$ cat src/rtl/core/bcls_pkg.sv
// shared types and constants for the battery current limit select block
package bcls_pkg;

	localparam int CUR_W  = 20;
	localparam int DIV_W  = 14;
	localparam int NUM_W  = CUR_W + DIV_W;
	localparam int VDIF_W = 13;
	localparam int COND_W = 16;
	localparam int VPRD_W = VDIF_W + COND_W;
	localparam int CFGI_W = 3;

	// divider: quotient bits per stage
	localparam int DIV_STEPS  = 5;

	// register indexes
	localparam logic [CFGI_W-1:0] REG_FULL_CURRENT = 3'd0;
	localparam logic [CFGI_W-1:0] REG_TEMP_WARN    = 3'd1;
	localparam logic [CFGI_W-1:0] REG_TEMP_FAULT   = 3'd2;
	localparam logic [CFGI_W-1:0] REG_SOC_WARN     = 3'd3;
	localparam logic [CFGI_W-1:0] REG_SOC_FAULT    = 3'd4;
	localparam logic [CFGI_W-1:0] REG_CUTOFF       = 3'd5;
	localparam logic [CFGI_W-1:0] REG_CONDUCTANCE  = 3'd6;

	// condition codes
	localparam logic [1:0] DCAUSE_NONE = 2'd0;
	localparam logic [1:0] DCAUSE_TEMP = 2'd1;
	localparam logic [1:0] DCAUSE_VOLT = 2'd2;
	localparam logic [1:0] DCAUSE_SOC  = 2'd3;
	localparam logic       CCAUSE_NONE = 1'b0;
	localparam logic       CCAUSE_TEMP = 1'b1;

	typedef struct packed {
		logic signed [7:0] max_temp_degc;
		logic [12:0]       min_ocv_mv;
		logic [13:0]       min_soc;
	} meas_t;

	typedef struct packed {
		logic [19:0] discharge_limit_ma;
		logic [19:0] charge_limit_ma;
		logic [1:0]  discharge_cause;
		logic        charge_cause;
		logic        limit_active;
	} limit_t;

	typedef struct packed {
		logic [19:0]       full_current_ma;
		logic signed [7:0] temp_warn_degc;
		logic signed [7:0] temp_fault_degc;
		logic [13:0]       soc_warn;
		logic [13:0]       soc_fault;
		logic [12:0]       cutoff_mv;
		logic [15:0]       conductance_a_per_v;
	} cfg_t;

	// long division state: partial remainder, numerator bits shifting into quotient, divisor
	typedef struct packed {
		logic [DIV_W-1:0] rem;
		logic [CUR_W-1:0] nq;
		logic [DIV_W-1:0] dvs;
	} div_lane_t;

endpackage

$ cat src/rtl/core/bcls_prep.sv
// front end: threshold tests, derating factors and the three products
module bcls_prep (
	input  logic                        clk,
	input  logic                        ld_s1,
	input  logic                        ld_s2,
	input  bcls_pkg::meas_t             meas,
	input  bcls_pkg::cfg_t              cfg,
	output bcls_pkg::div_lane_t         tlane,
	output bcls_pkg::div_lane_t         slane,
	output logic [bcls_pkg::VPRD_W-1:0] vprod
);

	logic signed [7:0] t;
	logic signed [7:0] warn;
	logic signed [7:0] fault;
	logic [7:0]        tdiff;
	logic [7:0]        tspan;
	logic [bcls_pkg::DIV_W-1:0] sdiff;
	logic [bcls_pkg::DIV_W-1:0] sspan;

	logic [bcls_pkg::DIV_W-1:0]  tfac_c, tdvs_c, sfac_c, sdvs_c;
	logic [bcls_pkg::VDIF_W-1:0] vdiff_c;

	logic [bcls_pkg::DIV_W-1:0]  tfac_s1, tdvs_s1, sfac_s1, sdvs_s1;
	logic [bcls_pkg::VDIF_W-1:0] vdiff_s1;

	logic [bcls_pkg::NUM_W-1:0]  tnum, snum;

	assign t     = meas.max_temp_degc;
	assign warn  = cfg.temp_warn_degc;
	assign fault = cfg.temp_fault_degc;
	// both differences are known to lie in 1..255 where they are used
	assign tdiff = fault - t;
	assign tspan = fault - warn;
	assign sdiff = meas.min_soc - cfg.soc_fault;
	assign sspan = cfg.soc_warn - cfg.soc_fault;

	// full and zero terms become full*1/1 and 0/1 so every lane divides
	always_comb begin
		if (t <= warn) begin
			tfac_c = bcls_pkg::DIV_W'(1);
			tdvs_c = bcls_pkg::DIV_W'(1);
		end else if (t >= fault) begin
			tfac_c = '0;
			tdvs_c = bcls_pkg::DIV_W'(1);
		end else begin
			tfac_c = bcls_pkg::DIV_W'(tdiff);
			tdvs_c = bcls_pkg::DIV_W'(tspan);
		end

		if (meas.min_soc >= cfg.soc_warn) begin
			sfac_c = bcls_pkg::DIV_W'(1);
			sdvs_c = bcls_pkg::DIV_W'(1);
		end else if (meas.min_soc <= cfg.soc_fault) begin
			sfac_c = '0;
			sdvs_c = bcls_pkg::DIV_W'(1);
		end else begin
			sfac_c = sdiff;
			sdvs_c = sspan;
		end

		if (meas.min_ocv_mv > cfg.cutoff_mv) begin
			vdiff_c = meas.min_ocv_mv - cfg.cutoff_mv;
		end else begin
			vdiff_c = '0;
		end
	end

	always_ff @(posedge clk) begin
		if (ld_s1) begin
			tfac_s1  <= tfac_c;
			tdvs_s1  <= tdvs_c;
			sfac_s1  <= sfac_c;
			sdvs_s1  <= sdvs_c;
			vdiff_s1 <= vdiff_c;
		end
	end

	assign tnum = bcls_pkg::NUM_W'(cfg.full_current_ma) * bcls_pkg::NUM_W'(tfac_s1);
	assign snum = bcls_pkg::NUM_W'(cfg.full_current_ma) * bcls_pkg::NUM_W'(sfac_s1);

	// quotient fits in CUR_W bits, so the upper numerator bits already sit below the divisor
	always_ff @(posedge clk) begin
		if (ld_s2) begin
			tlane.rem <= tnum[bcls_pkg::NUM_W-1:bcls_pkg::CUR_W];
			tlane.nq  <= tnum[bcls_pkg::CUR_W-1:0];
			tlane.dvs <= tdvs_s1;
			slane.rem <= snum[bcls_pkg::NUM_W-1:bcls_pkg::CUR_W];
			slane.nq  <= snum[bcls_pkg::CUR_W-1:0];
			slane.dvs <= sdvs_s1;
			vprod     <= bcls_pkg::VPRD_W'(vdiff_s1) * bcls_pkg::VPRD_W'(cfg.conductance_a_per_v);
		end
	end

endmodule

$ cat src/rtl/core/bcls_div_stage.sv
// one registered stage of restoring long division, a few quotient bits per stage
module bcls_div_stage (
	input  logic                clk,
	input  logic                ld,
	input  bcls_pkg::div_lane_t cur,
	output bcls_pkg::div_lane_t res
);

	logic [bcls_pkg::DIV_W-1:0] rem;
	logic [bcls_pkg::CUR_W-1:0] nq;
	logic [bcls_pkg::DIV_W:0]   trial;
	logic [bcls_pkg::DIV_W:0]   sub;

	always_comb begin
		rem   = cur.rem;
		nq    = cur.nq;
		trial = '0;
		sub   = '0;
		for (int i = 0; i < bcls_pkg::DIV_STEPS; i++) begin
			trial = {rem, nq[bcls_pkg::CUR_W-1]};
			sub   = trial - {1'b0, cur.dvs};
			nq    = {nq[bcls_pkg::CUR_W-2:0], 1'b0};
			if (trial >= {1'b0, cur.dvs}) begin
				rem   = sub[bcls_pkg::DIV_W-1:0];
				nq[0] = 1'b1;
			end else begin
				rem = trial[bcls_pkg::DIV_W-1:0];
			end
		end
	end

	always_ff @(posedge clk) begin
		if (ld) begin
			res.rem <= rem;
			res.nq  <= nq;
			res.dvs <= cur.dvs;
		end
	end

endmodule

$ cat src/rtl/core/bcls_select.sv
// two stage minimum selection with first-term-wins ties, and the output register
module bcls_select (
	input  logic                       clk,
	input  logic                       ld_s7,
	input  logic                       ld_s8,
	input  logic [bcls_pkg::CUR_W-1:0] full,
	input  logic [bcls_pkg::CUR_W-1:0] tterm,
	input  logic [bcls_pkg::CUR_W-1:0] vterm,
	input  logic [bcls_pkg::CUR_W-1:0] sterm,
	output bcls_pkg::limit_t           res
);

	logic [bcls_pkg::CUR_W-1:0] amin_s7;
	logic                       acause_s7;
	logic [bcls_pkg::CUR_W-1:0] bmin_s7;
	logic [1:0]                 bcause_s7;

	// pair (full, temperature) and pair (voltage, charge)
	always_ff @(posedge clk) begin
		if (ld_s7) begin
			if (tterm < full) begin
				amin_s7   <= tterm;
				acause_s7 <= bcls_pkg::CCAUSE_TEMP;
			end else begin
				amin_s7   <= full;
				acause_s7 <= bcls_pkg::CCAUSE_NONE;
			end
			if (sterm < vterm) begin
				bmin_s7   <= sterm;
				bcause_s7 <= bcls_pkg::DCAUSE_SOC;
			end else begin
				bmin_s7   <= vterm;
				bcause_s7 <= bcls_pkg::DCAUSE_VOLT;
			end
		end
	end

	// discharge never exceeds charge, so its test alone sets limit_active
	always_ff @(posedge clk) begin
		if (ld_s8) begin
			res.charge_limit_ma <= amin_s7;
			res.charge_cause    <= acause_s7;
			if (bmin_s7 < amin_s7) begin
				res.discharge_limit_ma <= bmin_s7;
				res.discharge_cause    <= bcause_s7;
				res.limit_active       <= (bmin_s7 < full);
			end else begin
				res.discharge_limit_ma <= amin_s7;
				res.discharge_cause    <= (acause_s7 == bcls_pkg::CCAUSE_TEMP) ?
					bcls_pkg::DCAUSE_TEMP : bcls_pkg::DCAUSE_NONE;
				res.limit_active       <= (amin_s7 < full);
			end
		end
	end

endmodule

$ cat src/rtl/core/battery_current_limit_select.sv
// top level of the battery current limit select block
//
// channel  direction  handshake            payload
// -------  ---------  -------------------  ------------------------------------
// meas     in         meas_valid/stall     hottest temp, lowest ocv, lowest soc
// limit    out        limit_valid/stall    charge/discharge limits, causes, flag
// cfg      in         cfg_valid/ready      cfg_index (0..6), cfg_data
//
// one transfer per cycle on meas and limit while nothing stalls; eight register stages
// limit_valid is the valid bit of the output register
// stages: tests, products, four divider stages of five quotient bits each,
// pair minimum, output register
// reset clears all valid bits and loads the register defaults
// a stall on limit freezes only full stages; empty slots keep filling
// cfg_ready is always high; the sender writes only while the pipeline is empty
module battery_current_limit_select (
	input  logic                        clk,
	input  logic                        arst_n,
	input  logic                        meas_valid,
	output logic                        meas_stall,
	input  bcls_pkg::meas_t             meas,
	output logic                        limit_valid,
	input  logic                        limit_stall,
	output bcls_pkg::limit_t            limit,
	input  logic                        cfg_valid,
	output logic                        cfg_ready,
	input  logic [bcls_pkg::CFGI_W-1:0] cfg_index,
	input  logic [19:0]                 cfg_data
);

	// stage map: s1 tests, s2 products, s3..s6 division, s7 pair minimum, s8 output
	localparam int NSTG = 8;

	bcls_pkg::cfg_t cfg_q;

	logic [NSTG-1:0] vld_q;
	logic [NSTG-1:0] ld;
	logic [NSTG-1:0] vld_in;

	bcls_pkg::div_lane_t tlane_s2, tlane_s3, tlane_s4, tlane_s5, tlane_s6;
	bcls_pkg::div_lane_t slane_s2, slane_s3, slane_s4, slane_s5, slane_s6;
	logic [bcls_pkg::VPRD_W-1:0] vprod_s2;
	logic [bcls_pkg::CUR_W-1:0]  vterm_s3, vterm_s4, vterm_s5, vterm_s6;

	// configuration registers, to be written only while the pipeline is empty; the block does not enforce this
	assign cfg_ready = 1'b1;

	always_ff @(posedge clk or negedge arst_n) begin
		if (!arst_n) begin
			cfg_q.full_current_ma     <= 20'd265500;
			cfg_q.temp_warn_degc      <= 8'sd40;
			cfg_q.temp_fault_degc     <= 8'sd60;
			cfg_q.soc_warn            <= 14'd3000;
			cfg_q.soc_fault           <= 14'd2000;
			cfg_q.cutoff_mv           <= 13'd3550;
			cfg_q.conductance_a_per_v <= 16'd1200;
		end else if (cfg_valid && cfg_ready) begin
			case (cfg_index)
				bcls_pkg::REG_FULL_CURRENT: cfg_q.full_current_ma     <= cfg_data;
				bcls_pkg::REG_TEMP_WARN:    cfg_q.temp_warn_degc      <= cfg_data[7:0];
				bcls_pkg::REG_TEMP_FAULT:   cfg_q.temp_fault_degc     <= cfg_data[7:0];
				bcls_pkg::REG_SOC_WARN:     cfg_q.soc_warn            <= cfg_data[13:0];
				bcls_pkg::REG_SOC_FAULT:    cfg_q.soc_fault           <= cfg_data[13:0];
				bcls_pkg::REG_CUTOFF:       cfg_q.cutoff_mv           <= cfg_data[12:0];
				bcls_pkg::REG_CONDUCTANCE:  cfg_q.conductance_a_per_v <= cfg_data[15:0];
				default: ;
			endcase
		end
	end

	// a stage loads when it is empty or its content moves on
	always_comb begin
		ld[NSTG-1] = !vld_q[NSTG-1] || !limit_stall;
		for (int k = NSTG - 2; k >= 0; k--) begin
			ld[k] = !vld_q[k] || ld[k+1];
		end
	end

	assign vld_in     = {vld_q[NSTG-2:0], meas_valid};
	assign meas_stall = !ld[0];
	assign limit_valid = vld_q[NSTG-1];

	always_ff @(posedge clk or negedge arst_n) begin
		if (!arst_n) begin
			vld_q <= '0;
		end else begin
			for (int k = 0; k < NSTG; k++) begin
				if (ld[k]) begin
					vld_q[k] <= vld_in[k];
				end
			end
		end
	end

	// s1, s2: threshold tests and products
	bcls_prep u_prep (
		.clk   (clk),
		.ld_s1 (ld[0]),
		.ld_s2 (ld[1]),
		.meas  (meas),
		.cfg   (cfg_q),
		.tlane (tlane_s2),
		.slane (slane_s2),
		.vprod (vprod_s2)
	);

	// s3..s6: temperature and charge divisions side by side
	bcls_div_stage u_tdiv3 (.clk(clk), .ld(ld[2]), .cur(tlane_s2), .res(tlane_s3));
	bcls_div_stage u_tdiv4 (.clk(clk), .ld(ld[3]), .cur(tlane_s3), .res(tlane_s4));
	bcls_div_stage u_tdiv5 (.clk(clk), .ld(ld[4]), .cur(tlane_s4), .res(tlane_s5));
	bcls_div_stage u_tdiv6 (.clk(clk), .ld(ld[5]), .cur(tlane_s5), .res(tlane_s6));

	bcls_div_stage u_sdiv3 (.clk(clk), .ld(ld[2]), .cur(slane_s2), .res(slane_s3));
	bcls_div_stage u_sdiv4 (.clk(clk), .ld(ld[3]), .cur(slane_s3), .res(slane_s4));
	bcls_div_stage u_sdiv5 (.clk(clk), .ld(ld[4]), .cur(slane_s4), .res(slane_s5));
	bcls_div_stage u_sdiv6 (.clk(clk), .ld(ld[5]), .cur(slane_s5), .res(slane_s6));

	// low voltage term saturates at the full current, then rides along the divider
	always_ff @(posedge clk) begin
		if (ld[2]) begin
			if (vprod_s2 > bcls_pkg::VPRD_W'(cfg_q.full_current_ma)) begin
				vterm_s3 <= cfg_q.full_current_ma;
			end else begin
				vterm_s3 <= vprod_s2[bcls_pkg::CUR_W-1:0];
			end
		end
		if (ld[3]) begin
			vterm_s4 <= vterm_s3;
		end
		if (ld[4]) begin
			vterm_s5 <= vterm_s4;
		end
		if (ld[5]) begin
			vterm_s6 <= vterm_s5;
		end
	end

	// s7, s8: minimum selection and output register
	bcls_select u_select (
		.clk   (clk),
		.ld_s7 (ld[6]),
		.ld_s8 (ld[7]),
		.full  (cfg_q.full_current_ma),
		.tterm (tlane_s6.nq),
		.vterm (vterm_s6),
		.sterm (slane_s6.nq),
		.res   (limit)
	);

endmodule

$ cat config.mk
export PLATFORM = sky130hd
export DESIGN_NAME = battery_current_limit_select
export DESIGN_NICKNAME = d
export VERILOG_FILES = /design/src/rtl/core/bcls_pkg.sv /design/src/rtl/core/bcls_prep.sv /design/src/rtl/core/bcls_div_stage.sv /design/src/rtl/core/bcls_select.sv /design/src/rtl/core/battery_current_limit_select.sv
export SDC_FILE = /design/constraint.sdc
export NUM_CORES = 2
export LEC_CHECK = 0
export ABC_AREA = 1
export BUFFER_PORTS_ARGS = -buffer_cell sky130_fd_sc_hd__buf_2
export CAP_MARGIN = 20
export CORE_UTILIZATION = 52
export DETAILED_ROUTE_END_ITERATION = 7
export HOLD_SLACK_MARGIN = 0.08
export PLACE_DENSITY = 0.67
export SYNTH_ARGS = -nofsm -noshare
export SYNTH_HDL_FRONTEND = slang
export SYNTH_HIERARCHICAL = 1
export SYNTH_SLANG_ARGS = --single-unit
$ cat constraint.sdc
create_clock -name clk -period 23.6 [get_ports clk]
set_clock_uncertainty 0.05 [all_clocks]
set_input_delay 0 -clock clk [delete_from_list [all_inputs] [get_ports clk]]
set_output_delay 0 -clock clk [all_outputs]
set_load 0.02 [all_outputs]
==> impl_metrics.ini <==
[outcome]
status = finished, final reports clean

[clocking]
htreeDepth = 3
clk_pin_slew_worst_paths_ns = 0.07
cts_sinks = 767
cts.repair.resized = 0
cts_tree = done
clock_path_buffers = 3
cts_root_buf = clkbuf_16
numCtsBuffers = 88
clk_latency_ns = 0.74

[worst_setup_path]
crit_path_start = u_tdiv4/res[1]
critPathSlowestCell = edfxtp_1
cp-start-kind = register
slowest_delay_ns = 0.70
regToRegEndpoint = u_tdiv5/res[45]
rrSetupSlack_ns = 12.43
critPathArrivalTime_ns = 11.60
critical_path.max_fanout = 23
path_class = register to register
path_common_cell = nand2_1
r2r-start = u_tdiv4/res[1]
worstSetupEndpoint = u_tdiv5/res[45]
ff2ff_path_depth = 56
crit_required_ns = 24.04
end_kind = register

[grt]
grt_max_degree = 74
groute.usage.overall_pct = 28.6
antenna_found_initial = 8
grt_pass1_wl_um = 398000
grt_pass1_vias = 73913
grt_overflow = 0

[cells_and_area]
final_area_um2 = 96100
seq_area_um2 = 22600
fill_cells = 16033
fin_util_pct = 56.0
area_growth_pct = 6.83
multiInputGateArea_um2 = 57800
nets = 13317
drive_above_1_share_pct = 7.15

[floorplan]
fp.dieH_um = 418
core_um2 = 172000
die_w_um = 418
placementRows = 152
start_util_pct = 52.4
io_pins = 110
die-area_um2 = 175000

[synthesis]
syn_inst = 11630
ys_warn_count = 6
syn_area_um2 = 90000
syn_area_per_cell_um2 = 7.74

[place]
dp_hpwl_um = 200000
gp_congestion = 0.949
place_area_um2 = 92200
port_buffers = 108

[drt]
routed_via_density = 5.35
antenna_left = 0
drcViolationCount = 0
vias = 75380
drt-wirelength-per-cell_um = 17.7
drt_iter0_drc = 5589
postRouteWirelength_um = 250000
drt_first_pass_iters = 8

[sta]
post-route-min-period_ns = 11.17
grt_setup_unrepaired = false
setup_viol = 0
slew-limit-headroom_pct = 31.4
tightest_slew_ns = 1.03
timing.fmax_mhz = 89.5
tns_ns = 0
period_share_pct = 47.3
slew_violations = 0
hold_violations = 0

[job]
drv_cap = 0

[hold_path]
hold_path_class = input port to register
min_path_cells = 6
==> state kept, by name, summed over array words and instances, names as in the netlist, 13 cells and up <==
name              flops
u_select/amin_s7     20
cfg_q                93
u_prep/sfac_s1       14
u_sdiv3/res          48
u_select/res         44
u_prep/vprod         29
u_select/bmin_s7     20
u_tdiv4/res          48
u_tdiv3/res          48
u_prep/tlane         38
u_sdiv4/res          48
u_prep/sdvs_s1       14
vterm_s4             20
u_tdiv6/res          20
u_sdiv6/res          20
u_prep/slane         48
u_tdiv5/res          48
vterm_s5             20
vterm_s3             20
u_prep/vdiff_s1      13
vterm_s6             20
u_sdiv5/res          48
==> worst min-delay path by stage <==
| stage | startpoint | to |
|---|---|---|
| 2_1_floorplan | arst_n | cfg_q[0] |
| 3_3_place_gp | arst_n | cfg_q[28] |
| 3_5_place_dp | arst_n | cfg_q[13] |
| 4_1_cts | cfg_valid | cfg_q[36] |
| 5_1_grt | limit_stall | vld_q[7] |
| 6_report | cfg_valid | cfg_q[39] |
==> routing by layer <==
layer / GRT usage, % / routed length, um / vias up
met1: 40.3 / 116000 / 35658
met2: 47.0 / 114000 / 2154
met4: 7.16 / 5980 / 4
li1: - / - / 37244
met3: 2.77 / 13900 / 320
met5: 0 / 26 / -
==> metrics by stage <==
stage	hold slack [ns]	setup slack, ns	std cells
3_3_place_gp	-0.0599	12.48	13833
2_1_floorplan	-0.346	14.78	11639
4_1_cts	0.108	12.45	14094
5_1_grt	0.181	11.29	14095
6_report	0.173	12.43	14096
3_5_place_dp	-0.0473	12.47	13834
==> layout by cell type, fill, tap and decap left out, drive strengths merged, types with 68 or more instances in the layout <==
cell and n:
xor2 301, nor3 83, ha 1024, edfxtp 666, clkbuf 104, nand2 3559
dlygate4sd3 97, nor2 561, a21oi 596, buf 147, inv 2164, a21o 68
nand4 158, o21ai 655, fa 517, xnor2 198, nand3 405
==> final cells by class <==
| type | instances | share of cell area (%) |
|---|---|---|
| diodes | 1 | 0.00260 |
| clock buffers | 104 | 2.40 |
| clock inverters | 58 | 0.673 |
| inverters | 2158 | 8.44 |
| multi-input cells | 8454 | 60.1 |
| flip-flops and latches | 767 | 23.5 |
| well taps | 2310 | 3.01 |
| repair buffers | 244 | 1.91 |
==> worst max-delay path, delay by kind of cell (launching register included) <==
family	cells	cell delay [ns]
AND/OR/NAND/NOR	29	3.88
AO/OA/AOI/OAI	17	3.29
adder cells (fa/ha/maj)	5	1.79
buffers and inverters	5	1.13
flip-flops	1	0.70
==> repair_timing <==
action | CTS | global route
hold endpoints to repair | 251 | 0
hold buffers | 98 | 0
buffers inserted | 0 | 0
Power is not shown: default switching activity piles up to over one toggle a cycle in this logic, so the estimate is an artifact.
